[config.mk]
export PLATFORM = sky130hd
export DESIGN_NAME = radio_module_response_parser_top
export DESIGN_NICKNAME = d
export VERILOG_FILES = /design/src/rtl/rmrp_pkg.sv /design/src/rtl/radio_module_response_parser_top.sv
export VERILOG_INCLUDE_DIRS = /design/src /design/src/rtl
export SDC_FILE = /design/constraint.sdc
export NUM_CORES = 1
export LEC_CHECK = 0
export ABC_AREA = 1
export BUFFER_PORTS_ARGS = -buffer_cell sky130_fd_sc_hd__buf_2
export CAP_MARGIN = 20
export CORE_MARGIN = 4
export CORE_UTILIZATION = 50
export DETAILED_ROUTE_END_ITERATION = 10
export GPL_TIMING_DRIVEN = 0
export PLACE_DENSITY = 0.71
export SKIP_LAST_GASP = 1
export SYNTH_ARGS = -nofsm -noshare
export SYNTH_HDL_FRONTEND = slang
export SYNTH_SLANG_ARGS = --single-unit
[constraint.sdc]
create_clock -name clk_i -period 2.7 [get_ports clk_i]
set_input_delay 0.27 -clock clk_i [delete_from_list [all_inputs] [get_ports clk_i]]
set_output_delay 0.27 -clock clk_i [all_outputs]
set_load 0.005 [all_outputs]
[src/rtl/radio_module_response_parser_top_assert.svh]
// Assertion macros for the radio module response parser.
// Used by radio_module_response_parser_top; relies on clk_i and rst_ni in scope.
`ifndef RADIO_MODULE_RESPONSE_PARSER_TOP_ASSERT_SVH
`define RADIO_MODULE_RESPONSE_PARSER_TOP_ASSERT_SVH

// Same-cycle implication, checked on every clock edge outside reset.
`define RMRP_ASSERT_NOW(label, ante, cons) \
  label: assert property (@(posedge clk_i) disable iff (!rst_ni) (ante) |-> (cons)) \
    else $error("rmrp assertion failed");

// Next-cycle implication, checked on every clock edge outside reset.
`define RMRP_ASSERT_NEXT(label, ante, cons) \
  label: assert property (@(posedge clk_i) disable iff (!rst_ni) (ante) |=> (cons)) \
    else $error("rmrp assertion failed");

`endif

[src/rtl/rmrp_pkg.sv]
// Package for the radio module response parser: sizes, character codes,
// event kinds and the hex digit decoder. No dependencies.
`timescale 1ns / 1ps

package rmrp_pkg;

  // Stored line holds up to LINE_CAP-1 characters.
  localparam int LINE_CAP      = 32;
  localparam int PAYLOAD_LIMIT = 64;

  localparam int LineLenW = $clog2(LINE_CAP);
  localparam int CountW   = 8;

  localparam logic [LineLenW-1:0] LineLast  = LineLenW'(LINE_CAP - 1);
  localparam logic [LineLenW-1:0] HeaderLen = LineLenW'(10);
  localparam logic [CountW-1:0]   PayloadLimit = CountW'(PAYLOAD_LIMIT);
  localparam logic [CountW-1:0]   CountMax  = '1;

  // Character codes.
  localparam logic [7:0] ChNul   = 8'h00;
  localparam logic [7:0] ChLf    = 8'h0a;
  localparam logic [7:0] ChCr    = 8'h0d;
  localparam logic [7:0] ChColon = 8'h3a;
  localparam logic [7:0] ChComma = 8'h2c;
  localparam logic [7:0] Ch0     = 8'h30;
  localparam logic [7:0] Ch9     = 8'h39;
  localparam logic [7:0] ChUpA   = 8'h41;
  localparam logic [7:0] ChUpF   = 8'h46;
  localparam logic [7:0] ChLowA  = 8'h61;
  localparam logic [7:0] ChLowF  = 8'h66;
  localparam logic [7:0] ChO     = 8'h4f;
  localparam logic [7:0] ChK     = 8'h4b;
  localparam logic [7:0] ChN     = 8'h4e;
  localparam logic [7:0] ChG     = 8'h47;

  // Kinds of result item.
  typedef enum logic [2:0] {
    KindByte = 3'd0,
    KindEnd  = 3'd1,
    KindOk   = 3'd2,
    KindNg   = 3'd3,
    KindId   = 3'd4,
    KindNode = 3'd5,
    KindRssi = 3'd6
  } event_kind_e;

  typedef struct packed {
    logic       ok;
    logic [3:0] val;
  } hex_t;

  // Decodes one hex digit; lower case letters count only when lower_ok is set.
  function automatic hex_t hex_decode(input logic [7:0] c, input logic lower_ok);
    hex_t       r;
    logic [7:0] diff;
    r    = '0;
    diff = '0;
    if (c >= Ch0 && c <= Ch9) begin
      diff  = c - Ch0;
      r.ok  = 1'b1;
      r.val = diff[3:0];
    end else if (c >= ChUpA && c <= ChUpF) begin
      diff  = c - ChUpA + 8'd10;
      r.ok  = 1'b1;
      r.val = diff[3:0];
    end else if (lower_ok && c >= ChLowA && c <= ChLowF) begin
      diff  = c - ChLowA + 8'd10;
      r.ok  = 1'b1;
      r.val = diff[3:0];
    end
    return r;
  endfunction

endpackage

[src/rtl/radio_module_response_parser_top.sv]
// Response parser for a serial radio module: one received character in, at most
// one event out. Every character is handled in the cycle it is accepted, and its
// event lands in a single output register, so the block takes one item per cycle
// and stalls its input only while a finished event is held by a stalled receiver.
// An event's valid rises in the cycle after its character is accepted. There is no
// clearing pass after reset. Uses rmrp_pkg and radio_module_response_parser_top_assert.svh.
`timescale 1ns / 1ps

module radio_module_response_parser_top (
  input  logic       clk_i,
  input  logic       rst_ni,
  // configuration: pending query
  input  logic       cfg_we_i,
  input  logic [1:0] cfg_wdata_i,
  // character input
  input  logic       in_valid_i,
  output logic       in_stall_o,
  input  logic [7:0] rx_char_i,
  // event output
  output logic       out_valid_o,
  input  logic       out_stall_i,
  output logic [2:0] event_kind_o,
  output logic [15:0] event_value_o,
  output logic       payload_full_o
);

  import rmrp_pkg::*;

  typedef enum logic [1:0] {
    PairHigh = 2'd0,
    PairLow  = 2'd1,
    PairWait = 2'd2
  } pair_phase_e;

  // Parser state.
  logic [1:0]          pending_query_q;
  logic                query_answered_q, query_answered_d;
  logic                in_data_mode_q, in_data_mode_d;
  logic [LineLenW-1:0] line_length_q, line_length_d;
  logic [7:0]          first_char_q, first_char_d;
  logic [7:0]          second_char_q, second_char_d;
  logic                comma_at_two_q, comma_at_two_d;
  logic                comma_at_seven_q, comma_at_seven_d;
  logic [15:0]         hex_acc_q, hex_acc_d;
  logic                hex_run_open_q, hex_run_open_d;
  pair_phase_e         pair_phase_q, pair_phase_d;
  logic [3:0]          high_nibble_q, high_nibble_d;
  logic [CountW-1:0]   byte_count_q, byte_count_d;

  // Output register.
  logic                out_valid_q;
  event_kind_e         kind_q, kind_d;
  logic [15:0]         value_q, value_d;
  logic                full_q, full_d;
  logic                emit;

  logic                accept;
  hex_t                hex_up;
  hex_t                hex_any;

  assign in_stall_o = out_valid_q & out_stall_i;
  assign accept     = in_valid_i & ~in_stall_o;
  assign hex_up     = hex_decode(rx_char_i, 1'b0);
  assign hex_any    = hex_decode(rx_char_i, 1'b1);

  // Per-character update and event formation.
  always_comb begin
    query_answered_d = query_answered_q;
    in_data_mode_d   = in_data_mode_q;
    line_length_d    = line_length_q;
    first_char_d     = first_char_q;
    second_char_d    = second_char_q;
    comma_at_two_d   = comma_at_two_q;
    comma_at_seven_d = comma_at_seven_q;
    hex_acc_d        = hex_acc_q;
    hex_run_open_d   = hex_run_open_q;
    pair_phase_d     = pair_phase_q;
    high_nibble_d    = high_nibble_q;
    byte_count_d     = byte_count_q;
    emit             = 1'b0;
    kind_d           = KindByte;
    value_d          = '0;
    full_d           = 1'b0;

    if (!in_data_mode_q) begin
      if (rx_char_i == ChNul || rx_char_i == ChLf || rx_char_i == ChCr) begin
        // Line end: answer the pending query first, else look for OK or NG.
        line_length_d = '0;
        if (pending_query_q != 2'd0 && !query_answered_q && line_length_q != '0 &&
            first_char_q >= Ch0 && first_char_q <= ChUpF) begin
          query_answered_d = 1'b1;
          emit             = 1'b1;
          kind_d           = event_kind_e'(3'(KindNg) + {1'b0, pending_query_q});
          value_d          = hex_acc_q;
        end else if (line_length_q >= LineLenW'(2) && first_char_q == ChO &&
                     second_char_q == ChK) begin
          emit   = 1'b1;
          kind_d = KindOk;
        end else if (line_length_q >= LineLenW'(2) && first_char_q == ChN &&
                     second_char_q == ChG) begin
          emit   = 1'b1;
          kind_d = KindNg;
        end
      end else if (rx_char_i == ChColon && line_length_q == HeaderLen &&
                   comma_at_two_q && comma_at_seven_q) begin
        // Valid header: switch to data mode and start a new packet.
        in_data_mode_d = 1'b1;
        pair_phase_d   = PairHigh;
        byte_count_d   = '0;
      end else if (line_length_q < LineLast) begin
        // Store the character and extend the leading hex number.
        if (line_length_q == '0) begin
          first_char_d   = rx_char_i;
          hex_run_open_d = hex_up.ok;
          hex_acc_d      = hex_up.ok ? {12'd0, hex_up.val} : 16'd0;
        end else begin
          if (line_length_q == LineLenW'(1)) second_char_d = rx_char_i;
          if (line_length_q == LineLenW'(2)) comma_at_two_d = (rx_char_i == ChComma);
          if (line_length_q == LineLenW'(7)) comma_at_seven_d = (rx_char_i == ChComma);
          if (hex_run_open_q && hex_any.ok) begin
            hex_acc_d = {hex_acc_q[11:0], hex_any.val};
          end else begin
            hex_run_open_d = 1'b0;
          end
        end
        line_length_d = line_length_q + LineLenW'(1);
      end
    end else begin
      if (rx_char_i == ChCr || rx_char_i == ChLf) begin
        // Packet end.
        in_data_mode_d = 1'b0;
        line_length_d  = '0;
        emit           = 1'b1;
        kind_d         = KindEnd;
        full_d         = (byte_count_q >= PayloadLimit);
      end else begin
        // Hex pairs; anything that is not a digit decodes to zero.
        case (pair_phase_q)
          PairHigh: begin
            high_nibble_d = hex_any.ok ? hex_any.val : 4'd0;
            pair_phase_d  = PairLow;
          end
          PairLow: begin
            pair_phase_d = PairWait;
            if (byte_count_q != CountMax) byte_count_d = byte_count_q + CountW'(1);
            emit    = 1'b1;
            kind_d  = KindByte;
            value_d = {8'd0, high_nibble_q, (hex_any.ok ? hex_any.val : 4'd0)};
            full_d  = (byte_count_d >= PayloadLimit);
          end
          default: begin
            if (rx_char_i == ChComma) pair_phase_d = PairHigh;
          end
        endcase
      end
    end
  end

  // State registers.
  always_ff @(posedge clk_i or negedge rst_ni) begin
    if (!rst_ni) begin
      pending_query_q  <= '0;
      query_answered_q <= 1'b0;
      in_data_mode_q   <= 1'b0;
      line_length_q    <= '0;
      first_char_q     <= '0;
      second_char_q    <= '0;
      comma_at_two_q   <= 1'b0;
      comma_at_seven_q <= 1'b0;
      hex_acc_q        <= '0;
      hex_run_open_q   <= 1'b0;
      pair_phase_q     <= PairHigh;
      high_nibble_q    <= '0;
      byte_count_q     <= '0;
    end else begin
      if (accept) begin
        query_answered_q <= query_answered_d;
        in_data_mode_q   <= in_data_mode_d;
        line_length_q    <= line_length_d;
        first_char_q     <= first_char_d;
        second_char_q    <= second_char_d;
        comma_at_two_q   <= comma_at_two_d;
        comma_at_seven_q <= comma_at_seven_d;
        hex_acc_q        <= hex_acc_d;
        hex_run_open_q   <= hex_run_open_d;
        pair_phase_q     <= pair_phase_d;
        high_nibble_q    <= high_nibble_d;
        byte_count_q     <= byte_count_d;
      end
      // A register write re-arms the query answer.
      if (cfg_we_i) begin
        pending_query_q  <= cfg_wdata_i;
        query_answered_q <= 1'b0;
      end
    end
  end

  // Output register: loaded by an accepted item that yields an event.
  always_ff @(posedge clk_i or negedge rst_ni) begin
    if (!rst_ni) begin
      out_valid_q <= 1'b0;
    end else if (accept) begin
      out_valid_q <= emit;
    end else if (!out_stall_i) begin
      out_valid_q <= 1'b0;
    end
  end

  always_ff @(posedge clk_i) begin
    if (accept && emit) begin
      kind_q  <= kind_d;
      value_q <= value_d;
      full_q  <= full_d;
    end
  end

  assign out_valid_o    = out_valid_q;
  assign event_kind_o   = kind_q;
  assign event_value_o  = value_q;
  assign payload_full_o = full_q;

  // Checks on the parser's own logic.
`include "radio_module_response_parser_top_assert.svh"

  `RMRP_ASSERT_NOW(a_line_bounded, 1'b1, line_length_q <= LineLast)
  `RMRP_ASSERT_NOW(a_data_after_header, in_data_mode_q, line_length_q == HeaderLen)
  `RMRP_ASSERT_NOW(a_full_only_packet, out_valid_q && kind_q != KindByte && kind_q != KindEnd, !full_q)
  `RMRP_ASSERT_NEXT(a_cfg_rearms, cfg_we_i, !query_answered_q)

endmodule
==> metrics.txt, run 1 <==
IO buf count=34; vias in the first global route=3372; Unique masters post-synth=37; Max FO, Critical Path=18; worst r2r dst=event_value_o[6]; n_diodes=0; clock buffer count from CTS=9; Root Driver=clkbuf_8; Slew HR=about three fifths; max cap viols=0; final hold slack=126 ps; pwr dens=around 750 nW/um^2; Reg-to-Reg Start=line_length_q[2]; Pre-Repair DR Iteration Count=4; WP buf/inv=3; Hold Violations, Final=0; Worst-Skew Late Latency=350 ps; Die X=99.3 um; Crit-path slowest cell=dfrtp_1; Crit Path Class=flip-flop to flip-flop; remaining global-route overflow=0; wire length per cell=approximately 13 um; Synth top area share=35.4%; Largest delay share family, worst path=simple AND/OR/NAND/NOR gates; num ports=37; post-route design area=4710 sq um; r2r worst-path depth=10; Post-Syn Nets=528; number of synthesized flops with an enable pin=20; Tot Pwr=3.53 mW; via/cell ratio=5.24; pin count of the biggest net entering global routing=37; final period utilization=81.3%; worst setup path start=line_length_q[2]; P&R area growth vs syn=13.1%; crit-path cells=buf_2 > nor3_2 > inv_1 > nor2_4 > nor2_1 > nand2_1 > nand3_1 > nor2_1 > nor2_2 > buf_8; Max Clock Skew=a little over 8 ps; CTS tree=built; Synth Warn #=0; share of cells above drive strength 1=between 10% and 20%; status=finished, final reports clean; ranking of synthesized cells by area=dfrtp_1, edfxtp_1, nand2_1; number of remaining DRC errors=0; setup TNS=0 ps; Finish-stage setup viols=0; initial antenna violation count=0; Critical Path Max Stage Delay=370 ps; Psw=1.27 mW; Post-synth ARST share=74.7%; CTS max path bufs=2; DP Area=4510 sq um; dominant synthesized flop cell=dfrtp_1; Worst EP arrival=2300 ps; LEAKAGE=roughly 2.2 nW; number of H-tree levels=3; FMAX=456 MHz; Hold Crit Class=input pin to flip-flop; Post-Layout Cell Count=660; Tightest Pin Transition=576 ps; Chip Height=99.3 um; switching part of the total=between 30% and 40%; Seq/Total Area, Yosys=49.8%; Worst Path Required=approximately 2800 ps; die area=~9900 sq um; drt total wl=8.87 mm; most frequent CP cell=nor2_1; P_int=2.27 mW; via count=3459; CTS Sinks=between 70 and 80; first-pass GRT wire length=15.6 mm; unrepaired setup endpoints after global routing=no; Fill cells=777; Yosys reg bits=79; CTS resizes=0; sequential share of power=between 40 and 50%; hold depth=2; max-slew violation count=0; First DRT Iteration DRCs=151; Mapped Cells=502; CTS clk-pin slew, worst paths=80 ps; starting density of the core=51.0%; gr usage total=around a fifth; most common library cells after synthesis=nand2_1, dfrtp_1, inv_1; clock share of power=24.6%; antenna-violating nets left=0; Worst Setup End Kind=flip-flop; CP startpoint kind=flip-flop; Rows=33; Avg Synthesized Cell Area=8.30 sq um; Comb pwr share=29.3%; Placeable Area=8180 sq um; Post-DP HPWL=6.73 mm; worst hold start=cfg_we_i; Min Clock Period, post-route=~2200 ps; cell area after synthesis=approximately 4200 sq um; Hold Path Sink=query_answered_q; Peak VDD IR=0.000448 V; Synth area leader=dfrtp_1; most common cell in the synthesized netlist=nand2_1; setup slack, reg-to-reg=510 ps; Worst path depth=10; placed cells=643; Final #Nets=576; RePlAce Congestion=around 0.86
power groups by stage:
stage          clock (mW)  sequential (mW)  combinational, mW
4_1_cts             0.887             1.63               1.04
3_3_place_gp            0             1.64              0.997
6_report            0.870             1.63               1.03
2_1_floorplan           0             1.61              0.787
5_1_grt             0.943             1.67               1.21
3_5_place_dp            0             1.65               1.04
per-stage QoR:
stage                     util (%)  setup slack, ps
after detailed placement      55.1              285
after global placement        54.7             -558
after floorplan                  -              193
final                         57.7              506
after global routing          57.7              239
after CTS                     57.7              492
worst max-delay path by stage:
| stage | to | slack (ps) |
|---|---|---|
| floorplan | event_kind_o[0] | 190 |
| global placement | event_value_o[15] | -560 |
| detailed placement | event_value_o[15] | 290 |
| CTS | event_value_o[2] | 490 |
| global route | event_value_o[15] | 240 |
| finish | event_value_o[6] | 510 |
placed cells by master, fill, tap and decap left out, drive strengths merged:
cell type,instances
a21oi,2
a22o,3
a31oi,1
and2,1
and3,2
buf,47
bufinv,1
clkbuf,12
clkinv,4
clkinvlp,1
dfrtp,59
dlygate4sd3,1
edfxtp,20
ha,11
inv,52
nand2,147
nand3,46
nand3b,3
nand4,11
nor2,49
nor3,14
nor3b,1
nor4,1
o211ai,1
o21ai,53
o31ai,1
or2,1
xnor2,5
xor2,5
logic make-up (layout without fill, tap and decap cells):
group | count (synthesis) | in the layout | synth area share (%)
flip-flops | 79 | 79 | 49.9
AO/OA/AOI/OAI | 61 | 61 | 8.20
XOR/XNOR | 10 | 10 | 2.10
adder cells (fa/ha/maj) | 11 | 11 | 3.30
AND/OR/NAND/NOR | 276 | 276 | 29.9
buffers and inverters | 65 | 118 | 6.64
layout make-up:
| class | instances | area (sq um) | share of cell area, % |
|---|---|---|---|
| multi-input cells | 358 | 1820 | 38.5 |
| repair buffers | 37 | 215 | 4.57 |
| inverters | 52 | 195 | 4.14 |
| plain buffers | 13 | 81.3 | 1.73 |
| flip-flops and latches | 79 | 2080 | 44.1 |
| clock inverters | 6 | 60.1 | 1.27 |
| clock buffers | 10 | 138 | 2.92 |
| well taps | 105 | 131 | 2.79 |
flip-flops by register name (all words and copies together) (netlist names):
| register | cells |
|---|---|
| comma_at_seven_q | 1 |
| byte_count_q | 8 |
| query_answered_q | 1 |
| event_value_o | 16 |
| event_kind_o | 3 |
| pending_query_q | 2 |
| line_length_q | 5 |
| first_char_q | 8 |
| payload_full_o | 1 |
| hex_acc_q | 16 |
| comma_at_two_q | 1 |
| hex_run_open_q | 1 |
| high_nibble_q | 4 |
| second_char_q | 8 |
| pair_phase_q | 2 |
| out_valid_o | 1 |
| in_data_mode_q | 1 |
timing repair:
item,CTS,global route
hold endpoints to repair,23,0
hold buffers,1,0
setup buffers,0,0
metal layers:
layer / up-vias / track usage (%) / share of wire, %
met4: 0 / 7.14 / 1.9
met1: 1628 / 25.6 / 45
met5: - / 0 / 0
li1: 1742 / - / -
met3: 15 / 3.86 / 4.6
met2: 74 / 32.0 / 48
worst register-to-register path, cell delays in order, from the launching register on:
cell and delay (ps):
dfrtp_1 370, buf_2 170, nor3_2 240, inv_1 100, nor2_4 240, nor2_1 100, nand2_1 160, nand3_1 130
nor2_1 180, nor2_2 90, buf_8 170
(Power assumes the default switching activity.)
==> run 2: changes to the inputs <==
--- a/config.mk
+++ b/config.mk
@@ -6,14 +6,14 @@
 export SDC_FILE = /design/constraint.sdc
 export NUM_CORES = 1
 export LEC_CHECK = 0
-export ABC_AREA = 1
+export ABC_AREA = 0
 export BUFFER_PORTS_ARGS = -buffer_cell sky130_fd_sc_hd__buf_2
 export CAP_MARGIN = 20
 export CORE_MARGIN = 4
 export CORE_UTILIZATION = 50
 export DETAILED_ROUTE_END_ITERATION = 10
 export GPL_TIMING_DRIVEN = 0
-export PLACE_DENSITY = 0.71
+export PLACE_DENSITY = 0.72
 export SKIP_LAST_GASP = 1
 export SYNTH_ARGS = -nofsm -noshare
 export SYNTH_HDL_FRONTEND = slang
==> constraint.sdc (replaced) <==
create_clock -name clk_i -period 1.79 [get_ports clk_i]
set_input_delay 0.179 -clock clk_i [delete_from_list [all_inputs] [get_ports clk_i]]
set_output_delay 0.179 -clock clk_i [all_outputs]
set_load 0.005 [all_outputs]
==> run 2 against run 1 <==
Net effect: the flow now finishes with violations (setup timing); sequential cell count is the same; cell count shrank 17%; global-route usage grew 2.9 points; register-to-register slack lost 1100 ps; first-iteration DRC count grew 40%; clock-buffer cell count shrank 1; critical path depth shrank 4; clock power grew 84%; worst hold slack lost 110 ps; sequential share of layout area shrank 5.9 points; clock skew grew 7.0 ps; critical path type unchanged.
==> metrics.txt, run 2 <==
commonest non-fill, non-tap cells in the layout=dfrtp_1, buf_2, a22o_1, buf_4, edfxtp_1; RePlAce Congestion=0.884 (+2.6%); Placeable Area=7810 sq um (-4.5%); IO buf count=34 (unchanged); starting density of the core=52.2% (+1.2 points); drt total wl=11.0 mm (+24%); initial antenna violation count=0 (unchanged); most common cell after layout, fill and taps aside=dfrtp_1; dominant synthesized flop cell=dfrtp_1; Hold Violations, Final=0 (unchanged); max-slew violation count=0 (unchanged); clock share of power=29.6% (+5.0 points); Worst EP arrival=2670 ps (+370 ps); P_int=3.65 mW (+61%); Root Driver=clkbuf_8; final hold slack=19.8 ps (-106 ps); Max Clock Skew=15.0 ps (+6.95 ps); Hold Path Sink=query_answered_q; WP buf/inv=1 (-2); number of remaining DRC errors=0 (unchanged); GRT met1 Usage=31.2% (+5.7 points); Worst Slack Setup Final=-616 ps (-1120 ps); antenna-violating nets left=0 (unchanged); die area=9660 sq um (-2.0%); Synth top area share=36.2% (+0.79 points); via count=3387 (-2.1%); worst hold start=cfg_we_i; Yosys reg bits=79 (unchanged); Crit-path slowest cell=or4bb_1; crit-path cells=or4bb_1 > or4_4 > or4b_4 > a2111o_1 > buf_6 > mux2_4; setup TNS=-38370 ps (-38370 ps); Synth Warn #=0 (unchanged); most common cell in the synthesized netlist=dfrtp_1; CTS max path bufs=2 (unchanged); LEAKAGE=2.34 nW (+4.3%); via/cell ratio=6.17 (+18%); Unique masters post-synth=65 (+76%); Reg-to-Reg Start=line_length_q[4]; vias in the first global route=3245 (-3.8%); Max FO, Critical Path=7 (-11); violated checks=setup timing; switching part of the total=32.3% (-3.5 points); max cap viols=0 (unchanged); Post-synth ARST share=74.7% (unchanged); CTS clk-pin slew, worst paths=100 ps (+20 ps); pwr dens=990 nW/um^2 (+32%); setup slack, reg-to-reg=-620 ps (-1120 ps); Post-Syn Nets=390 (-26%); status=finished with violations; Fill cells=567 (-27%); Slew HR=42.4% (-19 points); Finish-stage setup viols=92 (+92); n_diodes=0 (unchanged); unrepaired setup endpoints after global routing=yes; number of synthesized flops with an enable pin=20 (unchanged); r2r worst-path depth=6 (-4); Synth area leader=dfrtp_1; wire length per cell=20.0 um (+49%); DP Area=4560 sq um (+1.1%); CTS tree=built; share of cells above drive strength 1=43.6% (+28 points); sequential share of power=43.4% (-2.7 points); GRT busiest layer=met2; Worst Path Required=2050 ps (-760 ps); Seq/Total Area, Yosys=51.0% (+1.1 points); Final #Nets=468 (-19%); CTS Sinks=79 (unchanged); Worst path depth=6 (-4); Tightest Pin Transition=858 ps (+281 ps); post-route design area=5450 sq um (+16%); clock buffer count from CTS=9 (unchanged); most common library cells after synthesis=dfrtp_1, o21ai_0, mux2_2, nand2_1, a22o_1; Pre-Repair DR Iteration Count=7 (+3); Comb pwr share=27.0% (-2.3 points); final period utilization=134% (+53 points); Rows=32 (-3.0%); Crit Path Class=flip-flop to flip-flop; Mapped Cells=364 (-27%); remaining global-route overflow=0 (unchanged); P&R area growth vs syn=33.7%; global routing usage on met2=35.8% (+3.8 points); pin count of the biggest net entering global routing=31 (-16%); gr usage total=22.4% (+2.9 points); Post-DP HPWL=6.59 mm (-2.1%); hold depth=2 (unchanged); Worst Setup End Kind=flip-flop; number of H-tree levels=3 (unchanged); num ports=37 (unchanged); CP startpoint kind=flip-flop; Peak VDD IR=0.000658 V (+47%); Psw=1.74 mW (+38%); Avg Synthesized Cell Area=11.2 sq um (+35%); Worst-Skew Late Latency=370 ps (+20 ps); cell area after synthesis=4080 sq um (-2.2%); Largest delay share family, worst path=simple AND/OR/NAND/NOR gates; Die X=98.3 um (-1.0%); Min Clock Period, post-route=2410 ps (+212 ps); grt met3 use=3.50% (-0.36 points); ranking of synthesized cells by area=dfrtp_1, edfxtp_1, mux2_2; worst r2r dst=hex_acc_q[1]; FMAX=416 MHz (-8.8%); Hold Crit Class=input pin to flip-flop; First DRT Iteration DRCs=212 (+40%); Critical Path Max Stage Delay=520 ps (+150 ps); Chip Height=98.3 um (-1.0%); first-pass GRT wire length=17.2 mm (+10%)
-- run 2: cell types whose count changed in the layout (fill, tap and decap cells not counted), sizes merged, moves of 26 or more --
| cell | delta |
|---|---|
| nand2 | -125 |
| nor2 | -35 |
| o21ai | -30 |
| inv | -35 |
| nand3 | -33 |
| buf | +26 |
-- run 2: how the worst max path moves through the flow --
stage                     startpoint                to  slack, ps
floorplan           line_length_q[4]   byte_count_q[3]       -680
global placement        rx_char_i[1]     hex_acc_q[11]      -1280
detailed placement      rx_char_i[1]     hex_acc_q[12]      -1270
CTS                 line_length_q[4]  second_char_q[5]       -670
global route        line_length_q[4]  second_char_q[5]       -660
finish              line_length_q[4]      hex_acc_q[1]       -620
-- run 2: repair_timing --
action,4_1_cts,5_1_grt
setup endpoints to repair,96,95
hold buffers,1,0
setup buffers,26,9
gates resized for setup,46,56
hold endpoints to repair,29,0
cloned,2,1
pin swaps,24,24
-- run 2: area by class of cell --
cell class / instances / area [sq um] / share of cell area [%]
Buffer: 13 / 143 / 2.62
Clock buffer: 9 / 124 / 2.27
Clock inverter: 7 / 111 / 2.04
Inverter: 13 / 51.3 / 0.942
Multi-Input combinational cell: 255 / 2250 / 41.3
Sequential cell: 79 / 2080 / 38.2
Tap cell: 102 / 128 / 2.34
Timing Repair Buffer: 71 / 559 / 10.3
-- run 2: worst register-to-register path, delay by kind of cell, from the launching register on --
family | cells | cell delay [ps]
and+or+nand+nor | 3 | 1280
DFF | 1 | 450
muxes | 1 | 310
buffers and inverters | 1 | 150
AOI/OAI and AO/OA | 1 | 120
-- run 2: kinds of logic after synthesis --
family          count (synthesis)  synth area share [%]
fa+ha+maj                      11                  3.38
buf+inv                        31                  4.24
mux                            24                  6.57
compound gates                 98                  17.4
flops                          79                  51.0
simple gates                  121                  17.5
-- run 2: per-layer routing --
| layer | wire [um] | part of all wire (%) |
|---|---|---|
| met1 | 4830 | 44 |
| met2 | 5370 | 49 |
| met3 | 556 | 5.1 |
| met4 | 220 | 2.0 |
| met5 | 0 | 0 |
-- run 2: power by group through the flow --
stage                     clock network, mW  registers, mW  logic (mW)
after detailed placement                  0           2.38        1.02
after global routing                   1.68           2.37        1.57
after CTS                              1.60           2.32        1.27
final                                  1.60           2.34        1.46
after floorplan                           0           2.32       0.771
after global placement                    0           2.37       0.981
-- run 2: metrics by stage --
| step | std cells | utilization [%] | power, mW | setup slack (ps) |
|---|---|---|---|---|
| global placement | 500 | 58.1 | 3.35 | -1280 |
| detailed placement | 501 | 58.4 | 3.41 | -1270 |
| global route | 549 | 69.8 | 5.62 | -657 |
| finish | 549 | 69.8 | 5.39 | -616 |
| floorplan | 364 | - | 3.09 | -683 |
| CTS | 542 | 66.5 | 5.19 | -674 |
==> run 3: changes to the inputs <==
--- a/config.mk
+++ b/config.mk
@@ -6,14 +6,13 @@
 export SDC_FILE = /design/constraint.sdc
 export NUM_CORES = 1
 export LEC_CHECK = 0
-export ABC_AREA = 0
+export ABC_AREA = 1
 export BUFFER_PORTS_ARGS = -buffer_cell sky130_fd_sc_hd__buf_2
 export CAP_MARGIN = 20
-export CORE_MARGIN = 4
 export CORE_UTILIZATION = 50
 export DETAILED_ROUTE_END_ITERATION = 10
 export GPL_TIMING_DRIVEN = 0
-export PLACE_DENSITY = 0.72
+export PLACE_DENSITY = 0.71
 export SKIP_LAST_GASP = 1
 export SYNTH_ARGS = -nofsm -noshare
 export SYNTH_HDL_FRONTEND = slang
==> run 3 against run 2 <==
Net effect: the run still ends with setup timing left; clock power decreased by 14%; combinational power increased by 63%; sequential cell count unchanged; global-route usage increased by 1.0 points; sequential power increased by 8%; power increased by 16%; clock-buffer cell count unchanged; setup slack improved by 550 ps; critical path type unchanged; largest cell class is now sequential cells.
==> metrics.txt, run 3 (synthesis gave the netlist of run 1 again) <==
max-slew violation count=0 (unchanged); Max FO, Critical Path=5 (-2); Max Clock Skew=10.0 ps (-5.02 ps); Slew HR=49.7% (+7.4 points); max cap viols=0 (unchanged); vias in the first global route=3283 (+1.2%); num ports=37 (unchanged); RePlAce Congestion=0.871 (-1.4%); Min Clock Period, post-route=1850 ps (-553 ps); Final #Nets=613 (+31%); Peak VDD IR=0.000688 V (+4.4%); Worst Path Required=2030 ps (-20 ps); FMAX=540 MHz (+30%); GRT busiest layer=met2; clock buffer count from CTS=9 (unchanged); final period utilization=104% (-31 points); global routing usage on met2=37.7% (+2.0 points); Post-DP HPWL=6.34 mm (-3.8%); status=finished with violations; remaining global-route overflow=0 (unchanged); Chip Height=93.3 um (-5.1%); Worst Slack Setup Final=-63.2 ps (+553 ps); wire length per cell=14.2 um (-29%); unrepaired setup endpoints after global routing=yes; register area=2080 sq um (+0.12%); Placeable Area=7890 sq um (+1.0%); Fill cells=621 (+9.5%); Worst Setup End Kind=flip-flop; Tightest Pin Transition=754 ps (-104 ps); CTS Sinks=79 (unchanged); LEAKAGE=2.51 nW (+7.0%); GRT met1 Usage=31.6% (+0.39 points); die area=8700 sq um (-9.9%); Worst EP arrival=2100 ps (-570 ps); P&R area growth vs syn=27.8%; via count=3655 (+7.9%); number of H-tree levels=3 (unchanged); antenna-violating nets left=0 (unchanged); most common cell after layout, fill and taps aside=nand2_1; Crit Path Class=flip-flop to flip-flop; Hold Violations, Final=0 (unchanged); number of remaining DRC errors=0 (unchanged); Die X=93.3 um (-5.1%); Rows=32 (unchanged); IO buf count=34 (unchanged); CP startpoint kind=flip-flop; CTS clk-pin slew, worst paths=80 ps (-20 ps); first-pass GRT wire length=15.6 mm (-9.5%); grt met3 use=5.12% (+1.6 points); Pre-Repair DR Iteration Count=5 (-2); via/cell ratio=5.27 (-15%); First DRT Iteration DRCs=304 (+43%); worst slack at placement=-509 ps (+765 ps); Worst-Skew Late Latency=360 ps (about the same); commonest non-fill, non-tap cells in the layout=nand2_1, dfrtp_1, inv_1, nor2_1, nand3_1; final core occ=67.5% (-2.2 points); starting density of the core=52.8% (+0.63 points); pwr dens=1180 nW/um^2 (+19%); CTS tree=built; violated checks=setup timing; share of cells above drive strength 1=28.0% (-16 points); drt total wl=9.87 mm (-10%); Hold Crit Class=input pin to flip-flop; Finish-stage setup viols=24 (-74%); initial antenna violation count=0 (unchanged); gr usage total=23.4% (+1.0 points); n_diodes=0 (unchanged); Root Driver=clkbuf_8; CTS max path bufs=2 (unchanged); pin count of the biggest net entering global routing=33 (+6.5%); area of the multi-input gates=2030 sq um (-9.8%)
[run 3: cell count changes in the layout (fill, tap and decap cells not counted), sizes merged, moves of 8 or more]
| cell | delta |
|---|---|
| a21oi | -12 |
| a22o | -18 |
| and2 | -10 |
| buf | +8 |
| inv | +37 |
| mux2 | -22 |
| nand2 | +125 |
| nand3 | +33 |
| nor2 | +36 |
| o21ai | +30 |
[run 3: through the flow]
step	area (sq um)	hold WS (ps)	instances	power, mW	setup TNS (ps)
global placement	4500	389	638	4.05	-18010
detailed placement	4520	289	639	4.11	-20620
global route	5330	27.5	694	6.64	-3170
finish	5330	31.4	694	6.28	-365
floorplan	4210	-117	502	3.69	-670
CTS	5040	29.5	676	5.90	-1070
[run 3: repair_timing]
item	4_1_cts	5_1_grt
hold endpoints to repair	31	0
setup endpoints to repair	86	82
gates resized for setup	30	40
pin swaps	11	16
cloned	2	2
hold buffers	1	0
setup buffers	19	16
[run 3: final cells by class]
type / instances / area share (%)
buffer: 12 / 2.18
clock buffer: 9 / 2.33
clock inverter: 7 / 1.46
inverter: 52 / 3.88
multi-input combinational: 359 / 38.1
sequential: 79 / 39.1
tap: 102 / 2.40
timing repair buffer: 74 / 10.5
[run 3: critical path: stages (launching register included)]
cell	delay (ps)
dfrtp_2	440
inv_4	80
ha_4	130
inv_4	40
nor2_4	80
nand4_1	170
buf_4	210
buf_6	110
o21ai_4	180
inv_2	100
nand3_1	110
nand2_1	90
[run 3: report_power, final]
part,switching (mW),total (mW),internal [mW]
clock,0.719,1.38,0.662
combinational,1.35,2.38,1.03
sequential,0.313,2.52,2.21
[run 3: worst paths after layout]
check	start	end	slack, ps	cells past startpoint
worst min-delay path	cfg_we_i	query_answered_q	30	2
max in group asynchronous	rst_ni	line_length_q[1]	750	3
min in group asynchronous	rst_ni	byte_count_q[3]	410	2
worst min register to register	hex_acc_q[14]	hex_acc_q[14]	480	2
worst max register to register	line_length_q[0]	line_length_q[3]	-60	11
worst max-delay path	line_length_q[0]	line_length_q[3]	-60	11
[run 3: metal layers]
layer  share of wire, %  vias to the layer above  wire [um]
met5                  0                        -          0
met4                1.6                        0        162
met3                4.5                       13        441
met2                 48                      108       4780
met1                 45                     1710       4480
li1                   -                     1824          -
